### src/rtl/core/hsc_pkg.sv
// Shared types, constants and position tables for the Hamming SEC codec.
package hsc_pkg;

    localparam int CODE_W  = 63;
    localparam int DATA_W  = 57;
    localparam int POS_W   = 6;
    localparam int CHECK_W = 6;
    localparam int DL_W    = 6;

    typedef enum logic
    {
        FUNC_ENCODE  = 1'b0,
        FUNC_CORRECT = 1'b1
    } func_t;

    typedef enum logic [1:0]
    {
        STATUS_OK        = 2'd0,
        STATUS_CORRECTED = 2'd1,
        STATUS_RANGE     = 2'd2
    } status_t;

    typedef struct packed
    {
        logic [CODE_W-1:0] code_word;
        logic [DATA_W-1:0] message_out;
        logic [POS_W-1:0]  error_position;
        status_t           status;
    } result_t;

    // bit index (position - 1) of the k-th data bit
    function automatic logic [POS_W-1:0] data_idx(input int k);
        int                 cnt;
        logic [POS_W-1:0]   idx;
        cnt = 0;
        idx = '0;
        for (int p = 1; p <= CODE_W; p++)
        begin
            if ((p & (p - 1)) != 0)
            begin
                if (cnt == k)
                    idx = POS_W'(p - 1);
                cnt++;
            end
        end
        return idx;
    endfunction

    // positions covered by check bit j
    function automatic logic [CODE_W-1:0] cover_mask(input int j);
        logic [CODE_W-1:0] v;
        v = '0;
        for (int p = 1; p <= CODE_W; p++)
        begin
            if (((p >> j) & 1) != 0)
                v[p-1] = 1'b1;
        end
        return v;
    endfunction

endpackage

### src/rtl/core/hsc_cfg.sv
// APB configuration register and derived codeword length.
module hsc_cfg
    import hsc_pkg::*;
(
    input  logic            clk,
    input  logic            rst_n,
    input  logic            psel,
    input  logic            penable,
    input  logic            pwrite,
    input  logic [2:0]      paddr,
    input  logic [31:0]     pwdata,
    output logic [31:0]     prdata,
    output logic            pready,
    output logic [POS_W-1:0] code_len
);

    localparam logic [DL_W-1:0] DL_RESET = DL_W'(4);

    // clamp m, find least r with 2^r >= m + r + 1, return n = m + r
    function automatic logic [POS_W-1:0] calc_len(input logic [DL_W-1:0] dl);
        logic [6:0] m;
        logic [2:0] r;
        if (dl == '0)
            m = 7'd1;
        else if (dl > DL_W'(DATA_W))
            m = 7'(DATA_W);
        else
            m = {1'b0, dl};
        r = 3'd0;
        for (int i = CHECK_W; i >= 0; i--)
        begin
            if ((8'd1 << i) >= (8'(m) + 8'(i) + 8'd1))
                r = 3'(i);
        end
        return POS_W'(m + 7'(r));
    endfunction

    logic [DL_W-1:0]  data_length_reg;
    logic [POS_W-1:0] code_len_reg;
    logic             wr_en;

    assign pready = 1'b1;
    assign wr_en  = psel && penable && pwrite && pready && (paddr[2] == 1'b0);

    always_ff @(posedge clk or negedge rst_n)
    begin
        if (!rst_n)
        begin
            data_length_reg <= DL_RESET;
            code_len_reg    <= calc_len(DL_RESET);
        end
        else if (wr_en)
        begin
            data_length_reg <= pwdata[DL_W-1:0];
            code_len_reg    <= calc_len(pwdata[DL_W-1:0]);
        end
    end

    assign prdata   = (paddr[2] == 1'b0) ? {{(32-DL_W){1'b0}}, data_length_reg} : 32'd0;
    assign code_len = code_len_reg;

endmodule

### config.mk
export PLATFORM = sky130hd
export DESIGN_NAME = hsc_cfg
export DESIGN_NICKNAME = d
export VERILOG_FILES = /design/src/rtl/core/hsc_pkg.sv /design/src/rtl/core/hsc_cfg.sv
export SDC_FILE = /design/constraint.sdc
export NUM_CORES = 1
export LEC_CHECK = 0
export ABC_AREA = 0
export BUFFER_PORTS_ARGS = -buffer_cell sky130_fd_sc_hd__buf_4
export CAP_MARGIN = 20
export CELL_PAD_IN_SITES_DETAIL_PLACEMENT = 0
export CELL_PAD_IN_SITES_GLOBAL_PLACEMENT = 1
export CORE_MARGIN = 8
export CORE_UTILIZATION = 32
export DETAILED_ROUTE_END_ITERATION = 16
export PLACE_DENSITY = 0.9
export SLEW_MARGIN = 20
export SYNTH_ARGS = -nofsm -noshare
export SYNTH_HDL_FRONTEND = slang
export SYNTH_SLANG_ARGS = --single-unit
### constraint.sdc
create_clock -name clk -period 1.15 [get_ports clk]
set_input_delay 0.345 -clock clk [delete_from_list [all_inputs] [get_ports clk]]
set_output_delay 0.345 -clock clk [all_outputs]
set_load 0.05 [all_outputs]
==> impl_results.md, run 1 <==
* Root buffer cell: clkbuf_8
* Largest buffer count on any clock path at 2
* DRC at 0
* Vias in the first global route at 1557
* P_leak at between 1 and 1.5 nW
* Grt met2 use at 0.233
* R2R depth at 2
* P&R area growth vs syn at 56.4%
* Status: finished with violations
* Design Power at roughly 2.9 mW
* Fillers at 419
* RePlAce Congestion at approximately 0.84
* Setup crit end kind: register
* Fin Hold WS at about 0.47 ns
* Avg Cell Area, Syn at ~8.3 um2
* Setup TNS at -11.68 ns
* Worst skew pair latency at between 0.2 and 0.25 ns
* Post-DR vias/cell at roughly 4.7
* Post-synthesis sequential area ratio at 0.195
* Die area at 7400 um2
* Register area at a little over 300 um2
* Core ar. at 4720 um2
* Most frequent CP cell: ha_4
* Remaining Overflow, GRT at 0
* Reg2reg end: data_length_reg[3]$_DFFE_PN0P_
* Slowest cell on crit path: fa_2
* CP delay by family, top: compound AO/OA/AOI/OAI gates
* RR Startpoint: data_length_reg[3]$_DFFE_PN0P_
* Fin crit period at slightly above 3 ns
* Drt wl/cell at 14.1 um
* Fmax at approximately 330 MHz
* GR Util All Layers at 0.121
* PortBufs at 23
* Final WL at between 4000 and 5000 um
* GRT busiest layer: met2
* Setup crit start kind: input port
* Die width at between 80 and 90 um
* First-pass GRT wire length at roughly 7400 um
* Synth top area share at 0.136
* Post-synthesis register bit count at 12
* DP Wirelength at about 3300 um
* Commonest non-fill, non-tap cell in the layout: buf_4
* Mapped Area at approximately 1600 um2
* Worst EP required at around 1.3 ns
* Data arrival, critical path at roughly 3.2 ns
* Worst vdd ir at between 600 and 700 uV
* Largest net degree at the start of global routing at 17
* H-tree level count at 1
* Initial drt markers at 110
* RSZ-0062 raised after global routing: true
* Number of diodes at 0
* Clock tree from TritonCTS: done
* Crit path buf inv count at 3
* Most frequent cells in the layout: buf_4 (51), conb_1 (27), nand2_1 (16)
* Post-DRT Antenna Nets at 0
* Failing checks: negative setup slack
* Worst min path class: input port to asynchronous set/reset pin
* Synth Warn # at 0
* Power per cell area at roughly 1200 nW/um2
* Die Span Y at 86.0 um
* Final Hold Vio Count at 0
* FF-to-FF setup slack at 0.28 ns
* Worst-path maximum fanout at 4
* Sink Count at 12
* Max Cap Viol at 0
* Synthesized instance count at approximately 190
* CTS clock-pin slew for the worst setup and hold paths at about 0.050 ns
* PnR worst setup slack at -1.90 ns
* Crit path cell chain: buf_8 > o2111a_1 > a211o_4 > inv_4 > ha_4 > buf_6 > nor3_4 > a31oi_4 > nand3b_1 > mux2_4 > a32oi_2 > a22oi_2 > ha_4 > fa_2 > a21oi_2 > nor2b_1 > xnor2_1 > o21ai_1
* Crit path kind: input port to register
* Met3 global-route usage at 0.0220
* Final net count at roughly 310
* Yosys cell types at 47
* Num rows at 25
* Final Skew at 0 ns
* DR vias at about 1500
* Setup violations, final at 15
* Max Slew Vio Count at 0
* Share of cells above drive strength 1 at 0.508
* Top post-synthesis cells by area: ha_1 (14%), buf_4 (13%), dfrtp_1 (13%), dfstp_2 (6.7%), mux2_2 (6.5%)
* CP max stage delay at roughly 0.36 ns
* CTS buffer count at 3
* Post-synthesis async set-or-reset flop share at 1.00
* Final worst path period share at 2.65
* Number of antenna violations at the first check in global routing at 0
* GRT met1 Usage at 0.131
* Starting Density at 0.332
* Yosys top cell by area: ha_1
* Drt pass-1 iters at 4
* Post-synth top flop: dfrtp_1
* EDFF count, synth at 0
* Area of the multi-input gates at roughly 1300 um2
* I/O pin cnt at between 70 and 80
-- how the worst max path moves through the flow --
stage / from / endpoint / slack [ns] / cells after the start
after floorplan: pwdata[3] / code_len[4]$_DFFE_PN0P_ / -2.06 / 18
after global placement: pwdata[2] / code_len[1]$_DFFE_PN1P_ / -2.28 / 14
after detailed placement: pwdata[2] / code_len[1]$_DFFE_PN1P_ / -2.33 / 14
after CTS: pwdata[1] / code_len[4]$_DFFE_PN0P_ / -1.82 / 18
after global routing: pwdata[1] / code_len[4]$_DFFE_PN0P_ / -2.03 / 17
final: pwdata[1] / code_len[4]$_DFFE_PN0P_ / -1.90 / 18
-- synthesized netlist by cell type, types with 3 or more instances --
cell type,number
a21oi_1,7
nor2b_1,8
nand2b_1,3
ha_1,17
clkbuf_1,6
nor3_1,4
o21ai_0,11
nor2_1,8
xnor2_1,3
a31oi_1,3
dfrtp_1,8
inv_1,4
dfstp_2,4
xor2_1,3
buf_4,27
nand2_1,17
o211ai_1,3
nand3_1,8
mux2_2,9
-- report_power, final --
group          total [mW]  internal [mW]  switching [mW]  leakage [nW]
logic                1.80          0.767            1.03         0.943
registers           0.664          0.579          0.0850         0.140
clock network       0.461          0.303           0.158        0.0288
total                2.92           1.65            1.28          1.11
-- final cells by class --
type,count,area share
tap,67,0.0342
sequential,12,0.124
inverter,4,0.00918
timing repair buffer,72,0.260
clock buffer,4,0.0224
multi-input combinational,160,0.550
-- cell families (layout without fill, tap and decap cells) --
kind of cell    Yosys count  after routing  synth area share
mux                       9              9            0.0646
compound gates           42             42             0.192
buf+inv                  41             80             0.172
other cells               2             27           0.00479
fa+ha+maj                18             18             0.148
flops                    12             12             0.195
simple gates             58             58             0.190
xor+xnor                  6              6            0.0335
-- stage by stage --
| step | cells | instance area [um2] | utilization | setup slack, ns |
|---|---|---|---|---|
| after floorplan | 213 | 1800 | - | -2.06 |
| after global placement | 304 | 2030 | 0.430 | -2.28 |
| after detailed placement | 304 | 2030 | 0.430 | -2.33 |
| after CTS | 316 | 2390 | 0.507 | -1.82 |
| after global routing | 319 | 2450 | 0.519 | -2.03 |
| final | 319 | 2450 | 0.519 | -1.90 |
-- timing repair --
action                     4_1_cts  5_1_grt
hold endpoints to repair         8        0
pin swaps                       27       16
setup buffers                    7        3
gates resized for setup         55        7
setup endpoints to repair       18       18
hold buffers                     1        0
-- per-layer routing --
layer  wire [um]  part of all wire  vias up
met5           0                 0        -
li1            -                 -      743
met1        1790              0.40      709
met4          57             0.013        0
met2        2460              0.55       40
met3         187             0.042        4
No activity file was read; power rests on OpenSTA's default activity.
==> run 2, diff against run 1 <==
--- a/config.mk
+++ b/config.mk
@@ -10,9 +10,11 @@
 export CAP_MARGIN = 20
 export CELL_PAD_IN_SITES_DETAIL_PLACEMENT = 0
 export CELL_PAD_IN_SITES_GLOBAL_PLACEMENT = 1
+export CORE_ASPECT_RATIO = 1.2
 export CORE_MARGIN = 8
 export CORE_UTILIZATION = 32
 export DETAILED_ROUTE_END_ITERATION = 16
+export GPL_TIMING_DRIVEN = 0
 export PLACE_DENSITY = 0.9
 export SLEW_MARGIN = 20
 export SYNTH_ARGS = -nofsm -noshare
==> run 2 against run 1 <==
Global-route usage down 0.15 points. The run still ends with negative setup slack left. First-iteration DRC count grew 36%. Highest routed layer unchanged. Non-clock buffer count up 19. Combinational power increased by 6%. Cell count grew 3.4%. Setup slack worse by 0.15 ns. Sequential power up 0.6%. Critical path depth increased by 1. Sequential cell count did not move. Via count rose by 6.9%.
==> impl_results.md, run 2 (synthesis results as in run 1) <==
* Drt wl/cell at 13.9 um (-1.1%)
* Fillers at 410 (-2.1%)
* Crit path kind: input port to register
* Final WL at 4590 um (+2.3%)
* CP startpoint: pwdata[3]
* Commonest non-fill, non-tap cell in the layout: buf_4
* CTS clock-pin slew for the worst setup and hold paths at 0.05 ns (about the same)
* Setup TNS at -12.53 ns (-0.854 ns)
* Worst-path maximum fanout at 5 (+1)
* CP delay by family, top: adder cells
* Failing checks: negative setup slack
* Remaining Overflow, GRT at 0 (unchanged)
* I/O pin cnt at 79 (unchanged)
* Initial drt markers at 150 (+36%)
* Power per cell area at 1130 nW/um2 (-5.6%)
* Final worst path period share at 2.78 (+0.131)
* DP Wirelength at 3030 um (-9.2%)
* Vias in the first global route at 1589 (+2.1%)
* Final net count at 330 (+6.1%)
* Num rows at 28 (+12%)
* Final Skew at 0 ns (unchanged)
* Worst min path class: input port to register
* Core ar. at 4830 um2 (+2.4%)
* Die Span Y at 92.7 um (+7.8%)
* GR Util All Layers at 0.120 (-0.00152)
* PnR worst setup slack at -2.05 ns (-0.150 ns)
* Crit path cell chain: buf_12 > clkbuf_16 > buf_12 > nand3_4 > and2_4 > inv_6 > ha_4 > or2_4 > a31oi_4 > nand3b_1 > mux2_4 > a32oi_1 > a22oi_1 > ha_2 > fa_2 > buf_4 > buf_6 > xnor2_1 > o21ai_1
* Status: finished with violations
* Share of cells above drive strength 1 at 0.526 (+0.0180)
* Die width at 79.9 um (-7.1%)
* Drt pass-1 iters at 5 (+1)
* Post-Place Setup Slack at -2.48 ns (-0.151 ns)
* Largest buffer count on any clock path at 2 (unchanged)
* RePlAce Congestion at 0.847 (+0.58%)
* Most frequent CP cell: buf_12
* Fmax at 313 MHz (-4.7%)
* Number of antenna violations at the first check in global routing at 0 (unchanged)
* Max Cap Viol at 0 (unchanged)
* CTS buffer count at 3 (unchanged)
* Sink Count at 12 (unchanged)
* Setup violations, final at 15 (unchanged)
* Setup crit start kind: input port
* Final Hold Vio Count at 0 (unchanged)
* Worst EP required at 1.32 ns (about the same)
* First-pass GRT wire length at 7400 um (unchanged)
* R2R depth at 3 (+1)
* P_leak at 1.24 nW (+11%)
* Most frequent cells in the layout: buf_4 (63), conb_1 (27), nand2_1 (16)
* Crit path buf inv count at 6 (+3)
* Design Power at 2.94 mW (+0.70%)
* Worst vdd ir at 697 uV (+4.6%)
* Finished Cell Area at 2620 um2 (+6.6%)
* CP max stage delay at 0.35 ns (about the same)
* Largest net degree at the start of global routing at 13 (-4)
* Starting Density at 0.324 (-0.00765)
* RR Startpoint: data_length_reg[4]$_DFFE_PN0P_
* Placed Area at 2040 um2 (+0.43%)
* Fin crit period at 3.20 ns (+0.150 ns)
* PortBufs at 22 (-4.3%)
* RSZ-0062 raised after global routing: true
* Hold path start: pwdata[0]
* P&R area growth vs syn at 66.8%
* H-tree level count at 1 (unchanged)
* Clock tree from TritonCTS: done
* DRC at 0 (unchanged)
* Hold Path Depth at 2
* Die area at 7400 um2 (+0.12%)
* Max Slew Vio Count at 0 (unchanged)
* Number of diodes at 0 (unchanged)
* Post-DR vias/cell at 4.85 (+3.3%)
* Setup crit end kind: register
* DR vias at 1599 (+6.9%)
* Data arrival, critical path at 3.37 ns (+0.16 ns)
* Slowest cell on crit path: fa_2
* Crit path depth at 19 (+1)
* Worst skew pair latency at 0.24 ns (about the same)
* Post-DRT Antenna Nets at 0 (unchanged)
* Root buffer cell: clkbuf_8
## run 2: changes by cell type in the layout (fill, tap and decap cells not counted), moves of 2 or more
| cell | change |
|---|---|
| clkbuf_16 | +3 |
| buf_4 | +12 |
| buf_6 | -3 |
| ha_4 | -2 |
| buf_12 | +4 |
## run 2: path summary, 6_finish.rpt
path / slack [ns] / end
worst max-delay path: -2.05 / code_len[2]$_DFFE_PN1P_
worst max register to register: 0.16 / data_length_reg[4]$_DFFE_PN0P_
min in group asynchronous: 0.48 / code_len[4]$_DFFE_PN0P_
worst min-delay path: 0.38 / data_length_reg[0]$_DFFE_PN0P_
max in group asynchronous: 0.43 / code_len[1]$_DFFE_PN1P_
worst min register to register: 0.51 / data_length_reg[5]$_DFFE_PN0P_
## run 2: worst register-to-register path, stage by stage (launching register included)
cell	delay [ns]
dfrtp_1	0.37
buf_4	0.13
buf_4	0.12
mux2_2	0.25
## run 2: area by class of cell
cell class                 instances  area (um2)  area share
sequential                        12         305       0.117
timing repair buffer              54         515       0.197
clock buffer                       3        41.3      0.0158
inverter                           4        22.5     0.00861
tap                               60        75.1      0.0287
multi-input combinational        160        1300       0.497
buffer                            37         357       0.136
## run 2: power breakdown
group | switching (mW) | leakage [nW] | total (mW) | internal, mW
sequential | 0.0888 | 0.140 | 0.668 | 0.579
clock | 0.147 | 0.0216 | 0.377 | 0.230
combinational | 1.04 | 1.08 | 1.90 | 0.855
## run 2: timing repair
item,4_1_cts,5_1_grt
hold buffers,1,0
gates cloned,0,0
endpoints found under the setup margin,22,18
setup buffers,23,9
pin swaps,25,10
gates resized for setup,50,15
endpoints found under the hold margin,8,0
## run 2: metal layers
metal | vias to the layer above | global-route usage | part of all wire
met5 | - | 0 | 0
met4 | 0 | 0.0562 | 0.025
met3 | 11 | 0.0213 | 0.073
met2 | 73 | 0.223 | 0.52
met1 | 741 | 0.124 | 0.38
li1 | 774 | - | -
## run 2: metrics by stage
| step | util | instances | hold slack (ns) |
|---|---|---|---|
| after detailed placement | 0.422 | 295 | 0.190 |
| after floorplan | - | 213 | 0.0494 |
| after CTS | 0.514 | 321 | 0.382 |
| final | 0.541 | 330 | 0.384 |
| after global placement | 0.422 | 295 | 0.188 |
| after global routing | 0.541 | 330 | 0.397 |
